## src/hdl/npt_pkg.sv

```systemverilog
// Shared types, constants and seed table for the n-th prime finder.
package npt_pkg;

	localparam int INDEX_W         = 13;
	localparam int PRIME_W         = 16;
	localparam int MAX_PRIMES_DEF  = 4096;
	localparam int PRIME_WIDTH_DEF = 16;
	localparam int SEED_COUNT      = 4;

	// Commands from the controller to the datapath.
	typedef struct packed {
		logic load_idx;
		logic start_ext;
		logic step_cand;
		logic clr_i;
		logic inc_i;
		logic rd_trial;
		logic rd_result;
		logic load_q;
		logic div_start;
		logic div_step;
		logic commit;
		logic set_ok;
		logic set_err;
	} npt_cmd_t;

	// Status from the datapath to the controller.
	typedef struct packed {
		logic idx_bad;
		logic have;
		logic cand_over;
		logic i_end;
		logic sq_above;
		logic div_last;
		logic rem_zero;
	} npt_sts_t;

	// The first four primes are fixed and never stored in the memory.
	function automatic logic [7:0] seed_prime(input logic [1:0] sel);
		logic [7:0] val;
		case (sel)
			2'd0:    val = 8'd2;
			2'd1:    val = 8'd3;
			2'd2:    val = 8'd5;
			default: val = 8'd7;
		endcase
		return val;
	endfunction

endpackage

```

## src/hdl/npt_ctrl.sv

```systemverilog
// Controller: sequences table lookup, candidate stepping and trial division.
module npt_ctrl import npt_pkg::*; (
	input  logic     clk,
	input  logic     arst_n,
	input  logic     in_valid,
	output logic     in_ready,
	output logic     out_valid,
	input  logic     out_ready,
	input  npt_sts_t sts,
	output npt_cmd_t cmd
);

	localparam logic [3:0] S_IDLE  = 4'd0;
	localparam logic [3:0] S_CHECK = 4'd1;
	localparam logic [3:0] S_STEP  = 4'd2;
	localparam logic [3:0] S_TEST  = 4'd3;
	localparam logic [3:0] S_TRD   = 4'd4;
	localparam logic [3:0] S_TQ    = 4'd5;
	localparam logic [3:0] S_TSQ   = 4'd6;
	localparam logic [3:0] S_TCMP  = 4'd7;
	localparam logic [3:0] S_DIV   = 4'd8;
	localparam logic [3:0] S_DCHK  = 4'd9;
	localparam logic [3:0] S_FOUND = 4'd10;
	localparam logic [3:0] S_RDRES = 4'd11;
	localparam logic [3:0] S_OUT   = 4'd12;
	localparam logic [3:0] S_ERR   = 4'd13;

	logic [3:0] state_q;
	logic [3:0] state_nx;
	logic       out_valid_q;
	logic       slot_free;

	assign slot_free = ~out_valid_q | out_ready;
	assign in_ready  = state_q == S_IDLE;
	assign out_valid = out_valid_q;

	always_comb begin
		cmd      = '0;
		state_nx = state_q;
		case (state_q)
			S_IDLE: begin
				if (in_valid) begin
					cmd.load_idx = 1'b1;
					state_nx     = S_CHECK;
				end
			end
			S_CHECK: begin
				if (sts.idx_bad) begin
					state_nx = S_ERR;
				end else if (sts.have) begin
					state_nx = S_RDRES;
				end else begin
					cmd.start_ext = 1'b1;
					state_nx      = S_STEP;
				end
			end
			S_STEP: begin
				cmd.step_cand = 1'b1;
				state_nx      = S_TEST;
			end
			S_TEST: begin
				if (sts.cand_over) begin
					state_nx = S_ERR;
				end else begin
					cmd.clr_i = 1'b1;
					state_nx  = S_TRD;
				end
			end
			S_TRD: begin
				if (sts.i_end) begin
					state_nx = S_FOUND;
				end else begin
					cmd.rd_trial = 1'b1;
					state_nx     = S_TQ;
				end
			end
			S_TQ: begin
				cmd.load_q = 1'b1;
				state_nx   = S_TSQ;
			end
			S_TSQ: begin
				state_nx = S_TCMP;
			end
			S_TCMP: begin
				// Once the divisor squared passes the candidate, no larger divisor can matter.
				if (sts.sq_above) begin
					state_nx = S_FOUND;
				end else begin
					cmd.div_start = 1'b1;
					state_nx      = S_DIV;
				end
			end
			S_DIV: begin
				cmd.div_step = 1'b1;
				if (sts.div_last) begin
					state_nx = S_DCHK;
				end
			end
			S_DCHK: begin
				if (sts.rem_zero) begin
					state_nx = S_STEP;
				end else begin
					cmd.inc_i = 1'b1;
					state_nx  = S_TRD;
				end
			end
			S_FOUND: begin
				cmd.commit = 1'b1;
				state_nx   = S_CHECK;
			end
			S_RDRES: begin
				cmd.rd_result = 1'b1;
				state_nx      = S_OUT;
			end
			S_OUT: begin
				if (slot_free) begin
					cmd.set_ok = 1'b1;
					state_nx   = S_IDLE;
				end
			end
			S_ERR: begin
				if (slot_free) begin
					cmd.set_err = 1'b1;
					state_nx    = S_IDLE;
				end
			end
			default: begin
				state_nx = S_IDLE;
			end
		endcase
	end

	always_ff @(posedge clk or negedge arst_n) begin
		if (!arst_n) begin
			state_q     <= S_IDLE;
			out_valid_q <= 1'b0;
		end else begin
			state_q <= state_nx;
			if (cmd.set_ok || cmd.set_err) begin
				out_valid_q <= 1'b1;
			end else if (out_ready) begin
				out_valid_q <= 1'b0;
			end
		end
	end

	a_load_when_free: assert property (@(posedge clk) disable iff (!arst_n)
		(cmd.set_ok || cmd.set_err) |-> slot_free)
		else $error("result register loaded while a result is still waiting");

	a_found_rechecks: assert property (@(posedge clk) disable iff (!arst_n)
		(state_q == S_FOUND) |=> (state_q == S_CHECK))
		else $error("new prime not followed by a table check");

	a_over_errors: assert property (@(posedge clk) disable iff (!arst_n)
		(state_q == S_TEST && sts.cand_over) |=> (state_q == S_ERR))
		else $error("candidate beyond the prime width was tested");

endmodule
```

## config.mk

```make
export PLATFORM = sky130hd
export DESIGN_NAME = npt_ctrl
export DESIGN_NICKNAME = d
export VERILOG_FILES = /design/src/hdl/npt_pkg.sv /design/src/hdl/npt_ctrl.sv
export SDC_FILE = /design/constraint.sdc
export NUM_CORES = 1
export LEC_CHECK = 0
export BUFFER_PORTS_ARGS = -buffer_cell sky130_fd_sc_hd__buf_2
export CAP_MARGIN = 30
export CORE_AREA = 2 2 39 41
export CTS_CLUSTER_SIZE = 16
export DETAILED_ROUTE_END_ITERATION = 10
export DIE_AREA = 0 0 41 43
export GPL_TIMING_DRIVEN = 0
export PLACE_DENSITY_LB_ADDON = 0.1
export SLEW_MARGIN = 20
export SYNTH_ARGS = -nofsm -noshare
export SYNTH_HDL_FRONTEND = slang
export SYNTH_SLANG_ARGS = --single-unit
```

## constraint.sdc

```tcl
create_clock -name clk -period 2.6 [get_ports clk]
set_clock_uncertainty 0.2 [all_clocks]
set_input_delay 0.78 -clock clk [delete_from_list [all_inputs] [get_ports clk]]
set_output_delay 0.78 -clock clk [all_outputs]
set_load 0.03 [all_outputs]
```

==> flow_metrics.py, run 1 <==
metrics = {
    "global_route": {
        "busiest_layer": "met2",
        "grt_pass1_vias": 560,
        "grt-ovfl-total": 0,
        "gr-usage-all-layers": 0.202,
        "met1_usage": 0.264,
        "grt_max_degree": 11,
        "grt_pass1_wl_um": 2390,
        "antenna_found_initial": 0,
        "met3_usage": 0.0419,
        "gr-usage-met2": 0.272,
    },
    "layout": {
        "antenna_cells": 0,
        "drive_above_1_share": 0.402,
        "fillers": 143,
        "nets": 109,
        "multi_input_area_sq_um": 350,
        "syn_to_final_growth_pct": 43.1,
        "ff_latch_area_sq_um": 126,
        "final_cell_area_sq_um": 689,
        "final_util": 0.498,
    },
    "synthesis": {
        "synth_flop_cell": "dfrtp_1",
        "syn_area_per_cell_sq_um": 7.08,
        "yosysWarnings": 0,
        "synth_seq_cells": 5,
        "synth.distinct_cells": 26,
        "seq_area_frac_synth": 0.260,
        "syn_inst": 68,
        "synth-async-reset-ratio": 1.00,
        "synth-edff-count": 0,
        "synth_fp_nets": 79,
        "synth_area_sq_um": 482,
    },
    "cts": {
        "clock-sinks": 5,
        "htree_num_levels": 1,
        "path_clk_slew_ps": 50,
        "clkLatencyLatePin_ps": 250,
        "post-cts-setup-buffers": 0,
        "cts_tree": "done",
        "clk_path_buf_depth": 2,
        "root_buffer": "clkbuf_4",
        "cts_resized": 2,
        "postCtsHoldBufs": 0,
        "numCtsBuffers": 3,
    },
    "placement": {
        "portBuffers": 25,
        "place_area_sq_um": 656,
        "globalplace.congestion": 0.806,
        "hpwl_um": 1110,
    },
    "flow_run": {
        "cap_violations": 0,
    },
    "detailed_routing": {
        "avgViaCountPerCell": 5.37,
        "vias": 607,
        "wl_um": 1450,
        "firstDrtPassIters": 4,
        "wl_per_cell_um": 12.9,
        "route.detailed.drc": 0,
        "ant_nets": 0,
        "drtIter0Drc": 11,
    },
    "worst_setup_path": {
        "crit_arrival_ps": 1530,
        "worstPathRequired_ps": 1620,
        "cp-startpoint": "state_q[0]$_DFFE_PN0P_",
        "worstSetupEndpointType": "output port",
        "worstSetupPathType": "reg -> out",
        "rrSetupSlack_ps": 850,
        "cp_max_fo": 8,
        "start_kind": "register",
        "r2r_start": "state_q[3]$_DFFE_PN0P_",
    },
    "sta": {
        "finalSetupViolCount": 0,
        "hold_viol_final": 0,
        "drv_slew": 0,
        "fin_crit_sh": 0.964,
        "tightest_slew_ps": 398,
        "max_freq_ghz": 0.399,
        "tns_ps": 0,
        "max_slew_margin": 0.731,
        "rsz0062_at_grt": "yes",
        "period_minus_slack_ps": 2510,
    },
    "power": {
        "leakagePower_nw": 0.336,
        "ir_drop_mv": 0.635,
        "pwr_density_cell_mw_per_mm2": 1240,
    },
    "floorplanning": {
        "start_util": 0.348,
        "dieArea_sq_mm": 0.00176,
        "coreArea_sq_mm": 0.00138,
        "die_h_um": 43,
        "die-width_um": 41,
        "pin_count": 26,
        "rows": 14,
    },
    "run_status": {
        "status": "finished, final reports clean",
    },
    "hold_path": {
        "hold_path_class": "in -> async",
    },
}
-- logic make-up after synthesis --
group	Yosys count	synth area share
AND/OR/NAND/NOR	40	0.455
AO/OA/AOI/OAI	14	0.213
buffers and inverters	9	0.0727
flip-flops	5	0.260
-- cell usage after synthesis, types with 2 or more instances --
| cell | count | area [sq um] |
|---|---|---|
| a21oi_1 | 2 | 10.0 |
| clkbuf_1 | 4 | 15.0 |
| dfrtp_1 | 5 | 125 |
| inv_1 | 4 | 15.0 |
| nand2_1 | 5 | 18.8 |
| nand2b_1 | 6 | 37.5 |
| nand3_1 | 2 | 10.0 |
| nor2_1 | 7 | 26.3 |
| nor2b_1 | 4 | 25.0 |
| nor3_1 | 7 | 35.0 |
| nor4_1 | 3 | 18.8 |
| o211ai_1 | 3 | 22.5 |
| o21a_1 | 2 | 15.0 |
| o21ai_0 | 2 | 10.0 |
-- worst max-delay path, cell delays in order, from the launching register on --
cell and delay, ps:
dfrtp_1 310, clkbuf_1 270, nand2b_1 240, nor4_2 240, buf_2 230
-- layout make-up --
type | count | share of cell area
Multi-Input combinational cell | 54 | 0.508
Sequential cell | 5 | 0.183
Timing Repair Buffer | 25 | 0.181
Clock buffer | 4 | 0.0381
Buffer | 5 | 0.0381
Tap cell | 16 | 0.0290
Inverter | 4 | 0.0218
-- stage by stage --
stage               instances  setup WS (ps)  total power (W)  hold slack (ps)
floorplan                  68           18.9         0.000602              284
global placement          109            150         0.000753              341
detailed placement        109            159         0.000748              359
CTS                       113           41.6         0.000851              135
global route              113          -20.7         0.000927              139
finish                    113           93.5         0.000853              141
-- flip-flops by register name, indices dropped and copies added (netlist names) --
signal	count
state_q	4
out_valid	1
-- where the power goes --
part	switching, W	internal, W
sequential	0.0000483	0.000119
combinational	0.000380	0.000213
clock	0.0000346	0.0000582
-- final timing paths --
path	end	cells past startpoint
max in group asynchronous	state_q[3]$_DFFE_PN0P_	1
min in group clk	out_valid$_DFFE_PN0P_	2
hold reg to reg	out_valid$_DFFE_PN0P_	2
hold / removal	state_q[2]$_DFFE_PN0P_	1
setup reg to reg	state_q[0]$_DFFE_PN0P_	4
setup / recovery	cmd[11]	4
-- cell usage in the layout (no fill, tap or decap), types with 2 or more instances in the layout --
cell type and n:
o21a_1 2, nor2_1 7, nand2b_1 6, nand3_1 2
o211ai_1 3, a21oi_1 2, dfrtp_1 4, buf_2 27
nor3_1 5, nand2_1 5, clkbuf_4 4, o21ai_0 2
nor2b_1 4, clkbuf_1 2, nor3_2 2, nor4_2 3
inv_1 4
-- per-layer routing --
layer  wire (um)  vias up
li1            -      301
met1         645      284
met2         711       20
met3          80        2
met4          17        0
met5           0        -
Note: power is estimated with default switching activity, not from simulation.
==> run 2: changes to the inputs <==
--- a/constraint.sdc
+++ b/constraint.sdc
@@ -4,2 +4,2 @@
 set_output_delay 0.78 -clock clk [all_outputs]
-set_load 0.03 [all_outputs]
+set_load 0.02 [all_outputs]
==> run 2 against run 1 <==
  * Setup slack lost 16 ps
  * Sequential share of layout area up 0.98 points
  * Routed wire length is 0.76% lower
  * First-iteration DRC count down 45%
  * Core utilization decreased by 2.5 points
  * Largest cell class unchanged
==> flow_metrics.py, run 2 (synthesized netlist as in run 1, its figures left out) <==
metrics = {
    "global_route": {
        "grt-ovfl-total": 0,
        "antenna_found_initial": 0,
        "gr-usage-all-layers": 0.185,
        "grt_pass1_vias": 498,
        "grt_max_degree": 11,
        "grt_pass1_wl_um": 2210,
    },
    "cts": {
        "root_buffer": "clkbuf_4",
        "post-cts-setup-buffers": 0,
        "clk_path_buf_depth": 2,
        "cts_tree": "done",
        "clock-sinks": 5,
        "clkLatencyLatePin_ps": 240,
        "cts_resized": 1,
        "htree_num_levels": 1,
        "path_clk_slew_ps": 40,
        "postCtsHoldBufs": 0,
        "numCtsBuffers": 3,
    },
    "power": {
        "leakagePower_nw": 0.330,
        "ir_drop_mv": 0.500,
        "power.total_w": 0.000776,
        "pwr_density_cell_mw_per_mm2": 1190,
    },
    "flow_run": {
        "cap_violations": 0,
    },
    "sta": {
        "tightest_slew_ps": 371,
        "finalSetupViolCount": 0,
        "rsz0062_at_grt": "no",
        "setup_ws_ps": 77.7,
        "max_slew_margin": 0.749,
        "hold_viol_final": 0,
        "fin_crit_sh": 0.970,
        "drv_slew": 0,
        "tns_ps": 0,
        "period_minus_slack_ps": 2520,
        "max_freq_ghz": 0.396,
    },
    "floorplanning": {
        "die_h_um": 43,
        "rows": 14,
        "coreArea_sq_mm": 0.00138,
        "die-width_um": 41,
        "pin_count": 26,
        "dieArea_sq_mm": 0.00176,
        "start_util": 0.348,
    },
    "detailed_routing": {
        "route.met2.wl_um": 690,
        "wl_per_cell_um": 12.9,
        "avgViaCountPerCell": 5.45,
        "vias": 610,
        "route.detailed.drc": 0,
        "dr_wl_met3_um": 95,
        "ant_nets": 0,
        "wl_um": 1440,
        "firstDrtPassIters": 4,
        "drtIter0Drc": 6,
        "m1WireLength_um": 643,
        "maxUsedRoutingLayer": "met4",
    },
    "layout": {
        "drive_above_1_share": 0.354,
        "layout_common_cells": "buf_2 (27), nor3_1 (7), nor2_1 (7)",
        "antenna_cells": 0,
        "top_register": "state_q",
        "largest_reg_flops": 4,
        "final_common_cell": "buf_2",
        "nets": 108,
        "syn_to_final_growth_pct": 35.8,
    },
    "run_status": {
        "status": "finished, final reports clean",
    },
    "hold_path": {
        "hold_path_class": "in -> async",
    },
    "placement": {
        "pre_cts_ws_ps": 170,
        "globalplace.congestion": 0.794,
        "hpwl_um": 1070,
        "portBuffers": 25,
    },
    "worst_setup_path": {
        "rr_worst_depth": 4,
        "r2r_end": "state_q[0]$_DFFE_PN0P_",
        "rrSetupSlack_ps": 860,
        "start_kind": "register",
        "worstPathRequired_ps": 1620,
        "worstSetupEndpointType": "output port",
        "worstSetupPathType": "reg -> out",
        "crit_arrival_ps": 1540,
        "r2r_start": "state_q[3]$_DFFE_PN0P_",
        "cp_max_fo": 9,
    },
}
[run 2: cell count changes in the layout (fill, tap and decap cells not counted)]
cell / previous run / this run
nor4_1: 0 / 3
nor4_2: 3 / 0
clkbuf_2: 1 / 2
clkbuf_4: 4 / 3
nor3_1: 5 / 7
nor3_2: 2 / 0
clkbuf_1: 2 / 1
[run 2: per-stage QoR]
stage	cell area [sq um]	hold WS, ps	util	instances
6_report	654	147	0.473	112
5_1_grt	654	143	0.473	112
4_1_cts	654	145	0.473	113
3_5_place_dp	627	357	0.453	109
3_3_place_gp	627	334	0.453	109
2_1_floorplan	482	284	-	68
[run 2: cell type report]
class                           count  area, sq um
Buffer                              4         20.0
Clock buffer                        4         26.3
Fill cell                         156          729
Inverter                            4         15.0
Multi-Input combinational cell     54          322
Sequential cell                     5          126
Tap cell                           16         20.0
Timing Repair Buffer               25          125
[run 2: report_power, final]
group	switching (W)	internal (W)
Clock	0.0000301	0.0000579
Sequential	0.0000650	0.000119
Combinational	0.000304	0.000200
Total	0.000399	0.000377
[run 2: worst max-delay path by stage]
stage                            from      end  slack, ps  cells past startpoint
2_1_floorplan  state_q[3]$_DFFE_PN0P_  cmd[12]         20                      4
3_3_place_gp                out_ready   cmd[1]        190                      5
3_5_place_dp                out_ready   cmd[1]        170                      5
4_1_cts        state_q[1]$_DFFE_PN0P_   cmd[4]          9                      4
5_1_grt        state_q[1]$_DFFE_PN0P_   cmd[4]         10                      4
6_report       state_q[3]$_DFFE_PN0P_  cmd[12]         80                      5
[run 2: critical path, stage by stage (launching register included)]
cell     delay, ps
dfrtp_2        450
or2_1          230
buf_2          150
nor3_1         160
and2_1         150
buf_2          150
[run 2: layer usage]
| layer | vias to the layer above | GRT usage |
|---|---|---|
| li1 | 300 | - |
| met1 | 284 | 0.252 |
| met2 | 24 | 0.263 |
| met3 | 2 | 0.0209 |
| met4 | 0 | 0.120 |
| met5 | - | 0 |
==> run 3: changes to the inputs <==
CORE_AREA = default   (was 2 2 39 41)
CORE_MARGIN = 2   (was default)
CORE_UTILIZATION = 35   (was default)
DIE_AREA = default   (was 0 0 41 43)
==> run 3 against run 2 <==
  * Die area down 4.2%
  * Via count down 1.3%
  * Final cell count fell by 0.89%
  * Register-to-register slack got worse by 30 ps
  * Worst hold slack got worse by 5.3 ps
  * Clock power grew 3.0%
  * Largest power group unchanged
  * Highest routed layer is now met3
==> flow_metrics.py, run 3 (synthesized netlist as in run 1, its figures left out) <==
metrics = {
    "run_status": {
        "status": "finished, final reports clean",
    },
    "global_route": {
        "met3_usage": 0.0652,
        "grt_pass1_vias": 486,
        "gr-usage-met2": 0.320,
        "grt_max_degree": 11,
        "met1_usage": 0.251,
        "antenna_found_initial": 0,
        "gr-usage-all-layers": 0.201,
        "busiest_layer": "met2",
        "grt-ovfl-total": 0,
        "grt_pass1_wl_um": 2170,
    },
    "worst_setup_path": {
        "r2r_start": "state_q[3]$_DFFE_PN0P_",
        "start_kind": "register",
        "cp_max_fo": 9,
        "cp-startpoint": "state_q[3]$_DFFE_PN0P_",
        "slowest_stage": "dfrtp_2",
        "crit_family": "simple AND/OR/NAND/NOR gates",
        "worstSetupPathType": "reg -> out",
        "path_buf_inv": 2,
        "path_cells": "or2_1 > buf_2 > nor3_2 > and2_1 > buf_2",
        "crit_arrival_ps": 1490,
        "cp_common_cell": "buf_2",
        "worstPathRequired_ps": 1620,
        "critPathMaxStageDelay_ps": 450,
        "worstSetupEndpointType": "output port",
    },
    "sta": {
        "fin_crit_sh": 0.952,
        "tightest_slew_ps": 367,
        "drv_slew": 0,
        "hold_viol_final": 0,
        "max_freq_ghz": 0.404,
        "max_slew_margin": 0.752,
        "setup_ws_ps": 125,
        "finalSetupViolCount": 0,
        "period_minus_slack_ps": 2470,
        "tns_ps": 0,
    },
    "layout": {
        "final_util": 0.508,
        "layout_common_cells": "buf_2 (27), nor2_1 (7), nor3_1 (6), nand2b_1 (6), nand2_1 (5)",
        "top_register": "state_q",
        "antenna_cells": 0,
        "drive_above_1_share": 0.365,
        "syn_to_final_growth_pct": 37.1,
        "multi_input_area_sq_um": 327,
        "layout.cells.non_filler": 111,
        "fillers": 145,
        "largest_reg_flops": 4,
        "final_common_cell": "buf_2",
        "ff_latch_area_sq_um": 126,
        "nets": 108,
    },
    "power": {
        "power.total_w": 0.000794,
        "pwr_density_cell_mw_per_mm2": 1200,
        "switching_power_w": 0.000411,
        "p_int_w": 0.000383,
        "swShare": 0.517,
        "sequentialPowerShare": 0.229,
        "leakagePower_nw": 0.332,
        "p_comb_frac": 0.657,
        "p_clk_frac": 0.114,
        "ir_drop_mv": 0.601,
    },
    "placement": {
        "globalplace.congestion": 0.829,
        "portBuffers": 25,
        "dp_cells": 108,
        "pre_cts_ws_ps": 198,
        "hpwl_um": 1080,
    },
    "cts": {
        "htree_num_levels": 1,
        "clock-sinks": 5,
        "clkLatencyLatePin_ps": 240,
        "postCtsHoldBufs": 0,
        "root_buffer": "clkbuf_4",
        "cts_tree": "done",
        "cts_resized": 2,
        "path_clk_slew_ps": 50,
        "post-cts-setup-buffers": 0,
        "numCtsBuffers": 3,
        "clk_path_buf_depth": 2,
    },
    "detailed_routing": {
        "wl_per_cell_um": 12.9,
        "firstDrtPassIters": 4,
        "drtIter0Drc": 13,
        "wl_um": 1430,
        "ant_nets": 0,
        "route.detailed.drc": 0,
        "avgViaCountPerCell": 5.42,
        "vias": 602,
    },
    "floorplanning": {
        "start_util": 0.370,
        "coreArea_sq_mm": 0.00130,
        "dieArea_sq_mm": 0.00169,
        "pin_count": 26,
        "die-width_um": 41.1,
        "die_h_um": 41.1,
        "rows": 13,
    },
    "hold_path": {
        "hold_path_class": "in -> async",
    },
    "flow_run": {
        "cap_violations": 0,
    },
}
-- run 3: power groups by stage --
stage	clock network [W]	registers, W	logic (W)
after global routing	0.000102	0.000191	0.000576
final	0.0000906	0.000181	0.000522
after detailed placement	0	0.000165	0.000521
after global placement	0	0.000167	0.000522
after CTS	0.0000925	0.000164	0.000531
after floorplan	0	0.000158	0.000381
-- run 3: final timing paths --
kind	end	slack (ps)	depth (start not counted)
worst max-delay path	cmd[12]	130	5
worst min-delay path	state_q[1]$_DFFE_PN0P_	140	1
worst max register to register	state_q[0]$_DFFE_PN0P_	830	4
worst min register to register	out_valid$_DFFE_PN0P_	360	2
max in group asynchronous	state_q[3]$_DFFE_PN0P_	1910	1
min in group clk	out_valid$_DFFE_PN0P_	360	2
-- run 3: layer usage --
layer | wire (um) | up-vias
li1 | - | 300
met1 | 641 | 274
met2 | 689 | 28
met3 | 98 | 0
met4 | 0 | 0
met5 | 0 | -
-- run 3: through the flow --
step                hold WS, ps  instance area, sq um
global route                136                   661
floorplan                   284                   482
global placement            334                   626
CTS                         140                   654
finish                      142                   661
detailed placement          349                   626
-- run 3: worst reg2reg max path, cell delays in order, from the launching register on --
cell and delay, ps:
dfrtp_2 450, or2_1 240, buf_2 160, or4_4 520
o211ai_1 120
-- run 3: area by class of cell --
class	instances	area share
plain buffers	4	0.0341
clock buffers	4	0.0398
inverters	4	0.0227
multi-input cells	54	0.494
flip-flops and latches	5	0.191
well taps	15	0.0284
repair buffers	25	0.189
